===== config.mk =====
export PLATFORM = sky130hd
export DESIGN_NAME = acpu_ctrl
export DESIGN_NICKNAME = d
export VERILOG_FILES = /design/src/sv/acpu_pkg.sv /design/src/sv/acpu_ctrl.sv
export SDC_FILE = /design/constraint.sdc
export NUM_CORES = 1
export LEC_CHECK = 0
export CAP_MARGIN = 10
export CORE_AREA = 2 2 39 41
export DETAILED_ROUTE_END_ITERATION = 12
export DIE_AREA = 0 0 41 43
export DONT_BUFFER_PORTS = 1
export PLACE_DENSITY_LB_ADDON = 0.3
export RECOVER_POWER = 25
export SETUP_SLACK_MARGIN = 0.5
export SYNTH_ARGS = -nofsm -noshare
export SYNTH_HDL_FRONTEND = slang
export SYNTH_SLANG_ARGS = --single-unit

===== constraint.sdc =====
create_clock -name clock -period 3.8 [get_ports clock]
set_clock_uncertainty 0.05 [all_clocks]
set_input_delay 0.95 -clock clock [delete_from_list [all_inputs] [get_ports clock]]
set_output_delay 0.95 -clock clock [all_outputs]
set_load 0.005 [all_outputs]

===== src/sv/acpu_pkg.sv =====
// Package with the payload types, opcodes and control types of the accumulator CPU.
package acpu_pkg;

   typedef struct packed {
      logic        opcode;
      logic [10:0] load_address;
      logic [31:0] load_value;
      logic [6:0]  random_value;
   } req_type;

   typedef struct packed {
      logic [1:0]  port_kind;
      logic [31:0] port_value;
      logic [2:0]  run_status;
      logic [31:0] program_counter_out;
   } rsp_type;

   // Item kinds.
   localparam logic ITEM_LOAD = 1'b0;

   // Instruction codes.
   localparam logic [31:0] OP_EMPTY = 32'd0;
   localparam logic [31:0] OP_LDI   = 32'd1;
   localparam logic [31:0] OP_LDD   = 32'd2;
   localparam logic [31:0] OP_LDN   = 32'd3;
   localparam logic [31:0] OP_LDX   = 32'd4;
   localparam logic [31:0] OP_LDY   = 32'd5;
   localparam logic [31:0] OP_LDS   = 32'd6;
   localparam logic [31:0] OP_STO   = 32'd7;
   localparam logic [31:0] OP_GET   = 32'd8;
   localparam logic [31:0] OP_PUT   = 32'd9;
   localparam logic [31:0] OP_ADDX  = 32'd10;
   localparam logic [31:0] OP_ADDY  = 32'd11;
   localparam logic [31:0] OP_SUBX  = 32'd12;
   localparam logic [31:0] OP_SUBY  = 32'd13;
   localparam logic [31:0] OP_CPAX  = 32'd14;
   localparam logic [31:0] OP_CPXA  = 32'd15;
   localparam logic [31:0] OP_CPAY  = 32'd16;
   localparam logic [31:0] OP_CPYA  = 32'd17;
   localparam logic [31:0] OP_CPAS  = 32'd18;
   localparam logic [31:0] OP_CPSA  = 32'd19;
   localparam logic [31:0] OP_JMP   = 32'd20;
   localparam logic [31:0] OP_JZ    = 32'd21;
   localparam logic [31:0] OP_JNZ   = 32'd22;
   localparam logic [31:0] OP_CALL  = 32'd23;
   localparam logic [31:0] OP_RET   = 32'd24;
   localparam logic [31:0] OP_INCX  = 32'd25;
   localparam logic [31:0] OP_DECX  = 32'd26;
   localparam logic [31:0] OP_PUSH  = 32'd27;
   localparam logic [31:0] OP_POP   = 32'd28;
   localparam logic [31:0] OP_SYS   = 32'd29;
   localparam logic [31:0] OP_IRET  = 32'd30;
   localparam logic [31:0] OP_EXIT  = 32'd50;

   // Port numbers of the output instruction.
   localparam logic [31:0] PORT_INT  = 32'd1;
   localparam logic [31:0] PORT_CHAR = 32'd2;
   localparam logic [1:0]  PK_NONE   = 2'd0;
   localparam logic [1:0]  PK_INT    = 2'd1;
   localparam logic [1:0]  PK_CHAR   = 2'd2;

   // Interrupt kinds.
   localparam logic [1:0] INT_NONE    = 2'd0;
   localparam logic [1:0] INT_SYSCALL = 2'd1;
   localparam logic [1:0] INT_TIMER   = 2'd2;

   // Run status codes.
   localparam logic [2:0] ST_RUN     = 3'd0;
   localparam logic [2:0] ST_EXIT    = 3'd1;
   localparam logic [2:0] ST_MEMV    = 3'd2;
   localparam logic [2:0] ST_EMPTY   = 3'd3;
   localparam logic [2:0] ST_UNKNOWN = 3'd4;
   localparam logic [2:0] ST_PORT    = 3'd5;
   localparam logic [2:0] ST_NESTED  = 3'd6;
   localparam logic [2:0] ST_OVERRUN = 3'd7;

   localparam logic [31:0] ADDR_TIMER_HANDLER   = 32'd1000;
   localparam logic [31:0] ADDR_SYSCALL_HANDLER = 32'd1500;
   localparam logic [15:0] TIMER_PERIOD_RESET   = 16'd100;

   typedef enum logic [3:0] {
      PH_CLEAR,
      PH_IDLE,
      PH_FETCH,
      PH_DECODE,
      PH_OPND,
      PH_DATA,
      PH_DATA2,
      PH_IRET1,
      PH_IRET2,
      PH_TIMER,
      PH_PUSH2,
      PH_DONE
   } phase_type;

   typedef struct packed {
      phase_type phase;
      logic      accept;
      logic      load_rsp;
   } cmd_type;

   typedef struct packed {
      logic [31:0] ir;
      logic        halt;
      logic [1:0]  intk;
      logic        timer_due;
      logic        stopped;
      logic        rsp_free;
      logic        clear_last;
   } status_type;

endpackage


===== src/sv/acpu_ctrl.sv =====
// Controller state machine that sequences the phases of one instruction.
module acpu_ctrl import acpu_pkg::*; (
   input  logic       clock,
   input  logic       reset,
   input  logic       req_valid,
   input  logic       req_opcode,
   output logic       req_ready,
   input  status_type st,
   output cmd_type    cmd
);

   phase_type state_ff, state_in;

   // State register.
   always_ff @(posedge clock) begin
      if (reset) begin
         state_ff <= PH_CLEAR;
      end else begin
         state_ff <= state_in;
      end
   end

   // Next state and commands.
   always_comb begin
      state_in     = state_ff;
      cmd.phase    = state_ff;
      cmd.accept   = 1'b0;
      cmd.load_rsp = 1'b0;
      req_ready    = (state_ff == PH_IDLE);
      case (state_ff)
         PH_CLEAR: begin
            if (st.clear_last) state_in = PH_IDLE;
         end
         PH_IDLE: begin
            if (req_valid) begin
               cmd.accept = 1'b1;
               if (req_opcode == ITEM_LOAD || st.stopped) state_in = PH_DONE;
               else state_in = PH_FETCH;
            end
         end
         PH_FETCH: begin
            state_in = st.halt ? PH_DONE : PH_DECODE;
         end
         PH_DECODE: begin
            if (st.halt) begin
               state_in = PH_DONE;
            end else if (st.ir inside {OP_LDI, OP_LDD, OP_LDN, OP_LDX, OP_LDY, OP_STO,
                                       OP_PUT, OP_JMP, OP_JZ, OP_JNZ, OP_CALL}) begin
               state_in = PH_OPND;
            end else if (st.ir inside {OP_LDS, OP_RET, OP_POP}) begin
               state_in = PH_DATA2;
            end else if (st.ir == OP_IRET) begin
               state_in = PH_IRET1;
            end else if (st.ir == OP_SYS) begin
               state_in = PH_PUSH2;
            end else begin
               state_in = PH_TIMER;
            end
         end
         PH_OPND: begin
            if (st.halt) state_in = PH_DONE;
            else if (st.ir inside {OP_LDD, OP_LDN}) state_in = PH_DATA;
            else if (st.ir inside {OP_LDX, OP_LDY}) state_in = PH_DATA2;
            else state_in = PH_TIMER;
         end
         PH_DATA: begin
            if (st.halt) state_in = PH_DONE;
            else if (st.ir == OP_LDN) state_in = PH_DATA2;
            else state_in = PH_TIMER;
         end
         PH_DATA2: begin
            state_in = st.halt ? PH_DONE : PH_TIMER;
         end
         PH_IRET1: begin
            state_in = st.halt ? PH_DONE : PH_IRET2;
         end
         PH_IRET2: begin
            state_in = st.halt ? PH_DONE : PH_TIMER;
         end
         PH_PUSH2: begin
            state_in = (st.intk == INT_SYSCALL) ? PH_TIMER : PH_DONE;
         end
         PH_TIMER: begin
            state_in = st.timer_due ? PH_PUSH2 : PH_DONE;
         end
         PH_DONE: begin
            if (st.rsp_free) begin
               cmd.load_rsp = 1'b1;
               state_in     = PH_IDLE;
            end
         end
         default: begin
            state_in = PH_IDLE;
         end
      endcase
   end

endmodule


* After elaboration in Yosys (flattened, before gate mapping) *
Index checks and enable logic that the tools add are counted.

word-level totals
  register bits = 4
  input port bits = 43
  output and inout bits = 7
  word-level logic and storage cells = 65

operators by class
  equal/unequal tests = 31
  muxes and demuxes = 24
  bitwise gates (word level) = 1
  reduce and logical (&&, ||, !) cells = 8

operator list
  operator                                                                count
  32-bit by 5-bit equality test with 1-bit output, second input constant  8
  32-bit by 3-bit equality test with 1-bit output, second input constant  4
  32-bit by 2-bit equality test with 1-bit output, second input constant  2
  4-bit two-way mux                                                       14
  4-bit case mux with 11 select lines                                     1
  32-bit by 1-bit equality test with 1-bit output, second input constant  1
  32-bit by 4-bit equality test with 1-bit output, second input constant  1
  4-bit by 3-bit equality test with 1-bit output, second input constant   4
  4-bit equality test, second input constant                              4
  11-bit nonzero test                                                     1
  4-bit by 2-bit equality test with 1-bit output, second input constant   2
  2-bit two-way mux                                                       4
  2-bit inequality test, second input constant                            3
  1-bit two-way mux                                                       5
  4-bit by 1-bit equality test with 1-bit output, second input constant   1
  4-bit zero test                                                         1
  2-bit nonzero test                                                      2
  3-bit AND reduction                                                     1
  3-bit nonzero test                                                      1
  2-bit by 1-bit equality test with 1-bit output, second input constant   1
  2-bit OR reduction                                                      1
  1-bit logical OR                                                        1
  1-bit NOT                                                               1

* Longest topological paths before layout *
Gate-level depths: netlist (run 1).

  depth in word-level cells = 7
  depth in mapped cells = 7
  gate-level depth less buffers = 6

* Worst setup path before layout (run 1) *
OpenSTA, ideal clock, no wires.

  path kind = in2reg
  start = input st[12] (netlist name)
  end = register state_ff[3]
  arrival time = 2127 ps
  setup slack = 1503 ps
  stages = 6
  path buffers = 0
  cell sequence = or3_4 -> nor3_4 -> nand3_1 -> a32oi_1 -> o41ai_1 -> o31a_1

on the way
  cells in the longest elaborated chain, start to end = 6

RTL lines
  item                                                                     line                              source
  start, declared                                                          acpu_ctrl.sv:8                    input status_type st,
  32-bit by 3-bit equality test with 1-bit output (tied with other cells)  acpu_ctrl.sv:50                   end else if (st.ir inside {OP_LDS, OP_RET, OP_POP}) begin
  3-bit nonzero test (tied with other cells)                               acpu_ctrl.sv:50
  4-bit two-way mux (on tied branches)                                     acpu_ctrl.sv:50, acpu_ctrl.sv:63
  4-bit two-way mux (on tied branches)                                     acpu_ctrl.sv:47, acpu_ctrl.sv:62
  4-bit two-way mux (on tied branches)                                     acpu_ctrl.sv:45, acpu_ctrl.sv:61
  4-bit case mux with 11 select lines (*)                                  acpu_ctrl.sv:30                   case (state_ff)
  end signal, assigned                                                     acpu_ctrl.sv:19                   state_ff <= state_in;
  end, declared                                                            acpu_ctrl.sv:12                   phase_type state_ff, state_in;

Every way passes the cells marked *; elsewhere a longest branch is shown, timed or not.
A chain may end at the register's enable or synchronous reset.

==> run_results.csv, run 1 <==
group,metric,value,unit
cells_and_area,largest-register,"state_ff",
clock_network,cts_tree,"yes",
clock_network,htreeDepth,1,
route,num_vias,759,
setup_path,worstRegToRegCells,6,
cells_and_area,largest_register_ffs,4,
power,ir_worst_vdd,0.1460,mV
clock_network,numCtsBuffers,3,
clock_network,clk_pin_slew,0.04,ns
global_routing,overflow,0,
global_routing,grt_first_pass_wirelength,2490,um
flow_run,drv_cap,0,
global_routing,grt_usage,20.04,%
route,drc,0,
floorplan,start_util,46.47,%
logic_synthesis,synth_ff_type,"dfxtp_1",
sta,fin_crit_sh,69.71,%
cells_and_area,finalNonFillerCells,113,
sta,fin_setup_tns,0,ns
setup_path,regToRegSetupSlack,2.04,ns
logic_synthesis,synth_area_per_cell,6.496,um^2
cells_and_area,synthToLayoutAreaGrowth,3.113,%
setup_path,slowest_stage,"dfxtp_1",
route,drt_iter0_markers,14,
logic_synthesis,syn_inst,99,
logic_synthesis,ys_seq_elements,4,
global_routing,grt_pass1_vias,644,
cells_and_area,nets,142,
logic_synthesis,async_reset_ff_share,0,%
cells_and_area,n_fill_cell,151,
clock_network,post_cts_buffers,0,
floorplan,dieArea,1763,um^2
floorplan,io_pins,50,
worst_hold_path,worstHoldPathType,"in -> reg",
clock_network,clockBufferDepth,2,
power,p_comb_share,26.3,%
logic_synthesis,yosysWarningCount,0,
setup_path,crit_fanout,14,
floorplan,die_w,41,um
place,routabilityCongestion,0.8255,
logic_synthesis,synth-edff-count,0,
cells_and_area,top_regs,"state_ff (4)",
setup_path,cp_cell_sequence,"nand2b_1 -> nor3_1 -> and2_1",
cells_and_area,drive_gt1_share,6.186,%
global_routing,antenna_found_initial,0,
route,wl_per_cell,15.23,um
power,p_int,0.00009781,W
setup_path,crit_buf_inv,0,
sta,slew_viol_final,0,
floorplan,fp.dieH,43,um
clock_network,cts_resized,0,
setup_path,crit_path_max_incr_delay,0.60,ns
setup_path,crit_cells,3,
route,firstDrtPassIters,4,
logic_synthesis,synth_fp_nets,142,
place,dpl.hpwl,1395,um
power,p_clk_share,38.0,%
clock_network,numClockSinks,4,
sta,hold_viol,0,
power,p_per_area,220.1,nW/um^2
route,finalWirelength,1721,um
place,port_buffers,0,
route,via_per_inst,6.717,
setup_path,endpoint_kind,"output pin",
power,p_leak,0.1987,nW
route,ant_nets,0,
power,switching_share,32.99,%
setup_path,startpoint_type,"flip-flop",
clock_network,ctsHoldBuffers,0,
clock_network,insertion_delay,0.24,ns
power,power_frac_seq,35.6,%
sta,worstMarginPinSlew,0.5281,ns
place,post_dp_cell_area,640.6,um^2
sta,rsz0062_at_grt,"false",
clock_network,cts_root_buf,"clkbuf_4",
sta,max_freq,377.5,MHz
place,dp_cells,110,
outcome,outcome,"completed",
power,p_switching,0.00004816,W
cells_and_area,final_area,663.1,um^2
global_routing,grt_max_degree,16,
worst_hold_path,hold_depth,1,
logic_synthesis,synthDistinctLibCells,35,
logic_synthesis,yosysSeqAreaShare,12.45,%
sta,slew_headroom,64.75,%
floorplan,coreArea,1384,um^2
floorplan,placement_rows,14,
power,total_power,0.0001460,W
cells_and_area,postLayoutCoreUtil,47.92,%
sta,fin_crit,2.649,ns
setup_path,critPathTopFamily,"simple AND/OR/NAND/NOR gates",
setup_path,crit_arrival,1.65,ns
sta,setup_viol,0,
logic_synthesis,syn_area,643.1,um^2
setup_path,critPathKind,"reg -> out",
setup_path,cp.required,2.80,ns
cells_and_area,n_antenna_cell,0,
[cell usage in the layout (no fill, tap or decap), types with 2 or more instances in the layout]
cell	instances
o21ai_0	7
dfxtp_1	4
o21a_1	2
clkbuf_4	3
nand3_1	3
nand2_1	13
nand2b_1	5
nor3_1	5
a22oi_1	2
nor3b_1	3
nor2b_1	2
nor4_1	6
a21oi_1	7
a31oi_1	2
a32oi_1	2
nor2_1	7
inv_1	4
xnor2_1	2
o31a_1	3
[stage by stage]
| step | worst slack [ns] | hold WS (ns) |
|---|---|---|
| floorplan | 1.503 | 0.6613 |
| global placement | 1.431 | 0.7155 |
| detailed placement | 1.411 | 0.7234 |
| CTS | 1.175 | 0.7260 |
| global route | 1.092 | 0.7317 |
| finish | 1.151 | 0.7264 |
[cells by family (layout without fill, tap and decap cells)]
| family | Yosys count | after routing | synth area share (%) |
|---|---|---|---|
| compound gates | 32 | 32 | 33.46 |
| xor+xnor | 2 | 2 | 2.724 |
| buf+inv | 9 | 7 | 5.836 |
| flops | 4 | 4 | 12.45 |
| mux | 1 | 1 | 1.556 |
| simple gates | 51 | 51 | 43.97 |
[cell usage after synthesis (all sizes together), types with 2 or more instances]
| master | number | area (um^2) |
|---|---|---|
| a31oi | 2 | 12.51 |
| a21oi | 7 | 35.03 |
| o31a | 3 | 26.28 |
| nor2 | 7 | 26.28 |
| nand2b | 5 | 31.28 |
| o21a | 2 | 15.01 |
| nor3 | 7 | 51.30 |
| a22oi | 2 | 15.01 |
| nor2b | 2 | 12.51 |
| inv | 4 | 15.01 |
| nand3 | 3 | 15.01 |
| o21ai | 7 | 35.03 |
| buf | 3 | 15.01 |
| a32oi | 2 | 17.52 |
| xnor2 | 2 | 17.52 |
| nor4 | 6 | 37.54 |
| dfxtp | 4 | 80.08 |
| nand2 | 13 | 48.80 |
| nor3b | 3 | 22.52 |
| clkbuf | 2 | 7.510 |
[power groups by stage]
stage                     Combinational [W]  Clock [W]  Sequential, W
after detailed placement          0.0000378          0      0.0000524
after global placement            0.0000370          0      0.0000524
after global routing              0.0000431  0.0000594      0.0000523
after CTS                         0.0000380  0.0000560      0.0000517
after floorplan                   0.0000377          0      0.0000471
final                             0.0000384  0.0000555      0.0000520
[cell type report]
cell class | count | area, um^2 | area share, %
Multi-Input combinational cell | 86 | 525.5 | 79.25
Sequential cell | 4 | 80.08 | 12.08
Clock buffer | 3 | 22.52 | 3.396
Tap cell | 16 | 20.02 | 3.019
Inverter | 4 | 15.01 | 2.264
[worst paths after layout]
| check | startpoint | endpoint |
|---|---|---|
| max reg2reg | state_ff[2] | state_ff[1] |
| min reg2reg | state_ff[2] | state_ff[1] |
| min | reset | state_ff[2] |
| max | state_ff[0] | cmd[1] |
[per-layer routing]
layer | vias to the layer above | share of wire, % | track usage, %
li1 | 372 | - | -
met1 | 350 | 41 | 24.35
met2 | 33 | 51 | 31.87
met3 | 4 | 6.6 | 5.759
met4 | 0 | 1.9 | 7.333
met5 | - | 0 | 0
No activity file was read; power rests on OpenSTA's default activity.
==> run 2, diff against run 1 <==
Clock period 3.8 ns to 2.5 ns, I/O delays scaled along.
==> run 2 against run 1 <==
  * Critical path depth stayed put
  * Sequential power is 54% higher
  * Power is 54% higher
  * Combinational power is 61% higher
  * Utilization is 1.1 points higher
  * Die area stayed put
  * First-iteration DRC count is 7.1% higher
  * Cell count is 0.88% higher
  * Count of clock-buffer cells in the layout stayed put
  * Critical endpoint unchanged
==> run_results.csv, run 2 (synthesis results as in run 1) <==
group,metric,value,unit
outcome,outcome,"completed",
place,routabilityCongestion,0.8099,
setup_path,crit_arrival,1.38,ns
sta,worstMarginPinSlew,0.5393,ns
clock_network,post_cts_buffers,0,
place,port_buffers,0,
place,dp_slack,0.4376,ns
floorplan,start_util,46.47,%
sta,setup_viol,0,
cells_and_area,top_regs,"state_ff (4)",
sta,fin_setup_tns,0,ns
clock_network,clk_pin_slew,0.03,ns
setup_path,r2r-start,"state_ff[2]",
cells_and_area,n_fill_cell,156,
clock_network,insertion_delay,0.24,ns
floorplan,die_w,41,um
cells_and_area,nets,143,
setup_path,cp.required,1.82,ns
global_routing,grt_max_degree,16,
power,p_int,0.0001521,W
cells_and_area,layout_commonest_cell,"nand2_1",
power,ir_worst_vdd,0.2388,mV
setup_path,critPathKind,"reg -> out",
route,num_vias,737,
sta,rsz0062_at_grt,"false",
route,via_per_inst,6.465,
floorplan,dieArea,1763,um^2
place,dpl.hpwl,1393,um
floorplan,placement_rows,14,
power,power_frac_seq,35.8,%
route,ant_nets,0,
sta,slew_viol_final,0,
clock_network,cts_tree,"yes",
cells_and_area,drive_gt1_share,8.163,%
sta,fin_crit,2.051,ns
floorplan,io_pins,50,
flow_run,drv_cap,0,
clock_network,cts_root_buf,"clkbuf_4",
route,finalWirelength,1742,um
clock_network,clockBufferDepth,2,
power,p_switching,0.00007196,W
global_routing,overflow,0,
power,p_comb_share,27.7,%
global_routing,grt_first_pass_wirelength,2566,um
cells_and_area,largest-register,"state_ff",
sta,hold_viol,0,
setup_path,crit_start,"state_ff[0]",
global_routing,grt_pass1_vias,630,
setup_path,startpoint_type,"flip-flop",
power,p_per_area,330.4,nW/um^2
cells_and_area,final_area,678.2,um^2
global_routing,antenna_found_initial,0,
clock_network,htreeDepth,1,
sta,finalWorstSetupSlack,0.4485,ns
route,wl_per_cell,15.28,um
setup_path,endpoint_kind,"output pin",
worst_hold_path,worstHoldPathType,"in -> reg",
power,total_power,0.0002241,W
cells_and_area,largest_register_ffs,4,
sta,holdWs,0.4107,ns
cells_and_area,synthToLayoutAreaGrowth,5.447,%
setup_path,crit_fanout,14,
floorplan,coreArea,1384,um^2
route,drc,0,
power,p_leak,0.2050,nW
sta,fin_crit_sh,82.06,%
clock_network,numCtsBuffers,3,
floorplan,fp.dieH,43,um
worst_hold_path,min_from,"reset",
clock_network,numClockSinks,4,
route,drt_iter0_markers,15,
power,p_clk_share,36.5,%
route,firstDrtPassIters,4,
place,post_dp_cell_area,648.1,um^2
sta,max_freq,487.5,MHz
cells_and_area,final_cell_mix,"nand2_1 (13), nor2_1 (7), o21ai_0 (7), a21oi_1 (7), nor4_1 (6)",
global_routing,grt_usage,20.95,%
cells_and_area,n_antenna_cell,0,
sta,slew_headroom,63.99,%
power,switching_share,32.11,%
run 2: cell count changes in the layout (fill, tap and decap cells not counted), sizes merged:
cell,before,now
buf,0,1
run 2: path summary, 6_finish.rpt:
| kind | endpoint | slack (ns) | cells after the start |
|---|---|---|---|
| setup / recovery | cmd[1] | 0.45 | 3 |
| hold reg to reg | state_ff[1] | 0.70 | 2 |
| hold / removal | state_ff[2] | 0.41 | 1 |
| setup reg to reg | state_ff[1] | 0.68 | 5 |
run 2: routing by layer:
| metal | up-vias | global-route usage (%) | part of all wire, % |
|---|---|---|---|
| li1 | 377 | - | - |
| met1 | 329 | 26.62 | 41 |
| met2 | 29 | 32.19 | 51 |
| met3 | 2 | 5.759 | 6.5 |
| met4 | 0 | 8.000 | 0.98 |
| met5 | - | 0 | 0 |
run 2: per-stage QoR:
stage                     cells  util, %
after detailed placement    111    46.84
after global routing        114    49.01
after global placement      111    46.84
after floorplan              99        -
after CTS                   114    48.55
final                       114    49.01
run 2: final cells by class:
class	count	area (um^2)	area share (%)
inverters	4	15.01	2.214
repair buffers	1	7.507	1.107
well taps	16	20.02	2.952
flip-flops and latches	4	80.08	11.81
clock buffers	3	22.52	3.321
multi-input cells	86	533.0	78.60
run 2: critical path, cell delays in order (launching register included):
cell and delay (ns):
dfxtp_1 0.65, nand2b_4 0.11, nor3_1 0.20, and2_1 0.18
run 2: power by group through the flow:
stage	Combinational (W)	Clock (W)	Sequential (W)
CTS	0.0000607	0.0000823	0.0000796
global route	0.0000707	0.0000865	0.0000809
floorplan	0.0000574	0	0.0000716
detailed placement	0.0000602	0	0.0000801
finish	0.0000620	0.0000818	0.0000802
global placement	0.0000594	0	0.0000802
run 2: timing repair:
action                                  CTS  global route
gates resized for setup                   1             2
endpoints found under the setup margin    2             2
hold buffers                              0             0
==> run 3, diff against run 2 <==
Settings changed: ABC_AREA set to 1, CORE_AREA 2 2 39 41 to not set, CORE_UTILIZATION set to 60, DIE_AREA 0 0 41 43 to not set.
Clock period 2.5 ns to 1.89 ns, I/O delays scaled along.
==> run 3 against run 2 <==
  * Setup slack got worse by 0.23 ns
  * Flip-flop and latch count stayed put
  * Clock power up 30%
  * Area after synthesis grew 42%
  * Sequential share of layout area shrank 3.9 points
  * Via count increased by 110%
  * Hold slack got worse by 0.17 ns
  * Power grew to 5.5 times the previous value
  * Non-clock buffer count is 7 higher
  * Largest cell class unchanged
==> run_results.csv, run 3 <==
group,metric,value,unit
outcome,outcome,"completed",
sta,finalWorstSetupSlack,0.2200,ns
clock_network,htreeDepth,1,
logic_synthesis,synth_top_cell_by_area,"nand2_1",
clock_network,clockBufferDepth,2,
logic_synthesis,ys_seq_elements,4,
logic_synthesis,synth_area_per_cell,4.600,um^2
global_routing,grt_max_degree,10,
sta,slew_viol_final,0,
sta,max_freq,598.8,MHz
logic_synthesis,synth_fp_nets,241,
clock_network,insertion_delay,0.23,ns
global_routing,grt_usage,44.74,%
power,p_per_area,1021,nW/um^2
flow_run,drv_cap,0,
cells_and_area,drive_gt1_share,27.75,%
place,routabilityCongestion,0.9103,
worst_hold_path,worstHoldPathType,"in -> reg",
cells_and_area,seq_area,95.09,um^2
clock_network,ctsHoldBuffers,0,
setup_path,cp_cell_sequence,"nand2_2 -> inv_1 -> nand3_4 -> o21ai_2 -> nor2_4 -> nand4_1 -> nor2_1 -> nand3_1 -> nor2_1 -> nor2_1",
global_routing,antenna_found_initial,0,
sta,fin_crit,1.670,ns
floorplan,coreArea,1350,um^2
place,port_buffers,0,
clock_network,cts_root_buf,"clkbuf_4",
cells_and_area,largest_register_ffs,4,
logic_synthesis,yosysWarningCount,0,
cells_and_area,final_cell_mix,"nand2_1 (54), nor2_1 (44), inv_1 (24), nor2_4 (10), nand3_1 (10)",
clock_network,numClockSinks,4,
floorplan,fp.dieH,40.97,um
sta,setup_viol,0,
route,ant_nets,0,
power,ir_worst_vdd,0.8996,mV
logic_synthesis,syn_area,910.9,um^2
setup_path,crit_path_max_incr_delay,0.38,ns
cells_and_area,n_antenna_cell,0,
cells_and_area,postLayoutCoreUtil,88.79,%
sta,worstMarginPinSlew,0.2589,ns
global_routing,overflow,0,
cells_and_area,top_regs,"state_ff (4)",
logic_synthesis,synth_top_area_share,26.37,%
route,drt_iter0_markers,189,
global_routing,grt_first_pass_wirelength,5030,um
sta,fin_crit_sh,88.36,%
route,wl_per_cell,18.47,um
route,via_per_inst,6.786,
sta,hold_viol,0,
logic_synthesis,synth_area_leaders,"nand2_1 (26%), nor2_1 (22%), inv_1 (9.9%)",
cells_and_area,multiInputGateArea,862.1,um^2
clock_network,numCtsBuffers,3,
floorplan,die_w,40.97,um
route,firstDrtPassIters,10,
global_routing,grt_pass1_vias,1265,
logic_synthesis,synth-edff-count,0,
route,finalWirelength,4138,um
clock_network,cts_tree,"yes",
logic_synthesis,synthDistinctLibCells,22,
place,dpl.hpwl,1918,um
setup_path,startpoint_type,"flip-flop",
cells_and_area,synthToLayoutAreaGrowth,31.59,%
route,num_vias,1520,
floorplan,placement_rows,13,
floorplan,io_pins,50,
sta,rsz0062_at_grt,"true",
clock_network,clk_pin_slew,0.04,ns
logic_synthesis,syn_inst,198,
sta,slew_headroom,82.67,%
logic_synthesis,synthTopCellsByCount,"nand2_1 (64), nor2_1 (53), inv_1 (24), nand3_1 (12)",
setup_path,critPathKind,"reg -> reg",
cells_and_area,finalNonFillerCells,224,
logic_synthesis,synth_ff_type,"dfxtp_1",
logic_synthesis,async_reset_ff_share,0,%
cells_and_area,n_fill_cell,74,
cells_and_area,layout_commonest_cell,"nand2_1",
place,dp_slack,0.2994,ns
cells_and_area,nets,254,
logic_synthesis,yosysMostFrequentCell,"nand2_1",
place,dp_cells,213,
logic_synthesis,yosysSeqAreaShare,8.791,%
power,p_leak,0.5587,nW
setup_path,endpoint_kind,"flip-flop",
sta,fin_setup_tns,0,ns
floorplan,start_util,67.47,%
setup_path,crit_fanout,5,
cells_and_area,largest-register,"state_ff",
route,drc,0,
setup_path,crit_top_cell,"nor2_1",
setup_path,slowest_stage,"dfxtp_4",
setup_path,cp.required,1.96,ns
setup_path,crit_arrival,1.74,ns
floorplan,dieArea,1678,um^2
run 3: cell count changes after synthesis, sizes merged, moves of 5 or more:
cell / previous run / this run
inv: 4 / 31
nand2: 13 / 65
nand2b: 5 / 0
nand3: 3 / 12
nand4: 1 / 7
nor2: 7 / 60
nor3: 7 / 2
nor4: 6 / 0
run 3: layout make-up:
class                      count  share of cell area [%]
tap                           15                   1.566
multi-input combinational    162                   71.92
clock buffer                   3                   1.879
sequential                     4                   7.933
inverter                      32                   11.06
timing repair buffer           8                   5.637
run 3: repair_timing:
item | 4_1_cts | 5_1_grt
pin swaps | 10 | 13
cloned | 0 | 0
resized for setup | 18 | 35
setup buffers | 7 | 1
endpoints found under the setup margin | 6 | 7
run 3: cell families (layout without fill, tap and decap cells):
logic type,after synthesis,after routing,synth area share [%]
AOI/OAI and AO/OA,15,15,10.03
DFF,4,4,8.792
and+or+nand+nor,147,147,68.00
buffers and inverters,32,43,13.19
run 3: stage by stage:
step	instance area [um^2]	hold slack, ns	total power (W)
after floorplan	913.4	0.4849	0.0005630
after global placement	932.1	0.4874	0.0006339
after detailed placement	932.1	0.4872	0.0006505
after CTS	1061	0.2373	0.0009314
after global routing	1199	0.2281	0.001276
final	1199	0.2382	0.001223
run 3: report_power, final:
group          switching [W]  internal, W  leakage (nW)  total [W]
clock              0.0000349    0.0000711        0.0138   0.000106
combinational       0.000559     0.000335         0.509   0.000894
sequential         0.0000937     0.000130        0.0356   0.000223
total               0.000688     0.000535         0.559    0.00122
run 3: final timing paths:
| path | start | cells past startpoint | slack, ns | end |
|---|---|---|---|---|
| min reg2reg | state_ff[2] | 4 | 0.71 | state_ff[1] |
| min | reset | 1 | 0.24 | state_ff[1] |
| max | state_ff[0] | 10 | 0.22 | state_ff[0] |
| max reg2reg | state_ff[0] | 10 | 0.22 | state_ff[0] |
run 3: layer usage:
| metal | vias up | wire [um] | track usage [%] |
|---|---|---|---|
| met5 | - | 0 | 16.67 |
| met4 | 0 | 507 | 23.33 |
| met3 | 70 | 662 | 38.59 |
| met2 | 190 | 1708 | 70.31 |
| met1 | 624 | 1260 | 37.74 |
| li1 | 636 | - | - |
run 3: critical path, delay by kind of cell (launching register included):
family                 cells  cell delay (ns)
and+or+nand+nor            8             0.93
DFF                        1             0.38
buffers and inverters      1             0.11
AOI/OAI and AO/OA          1             0.09
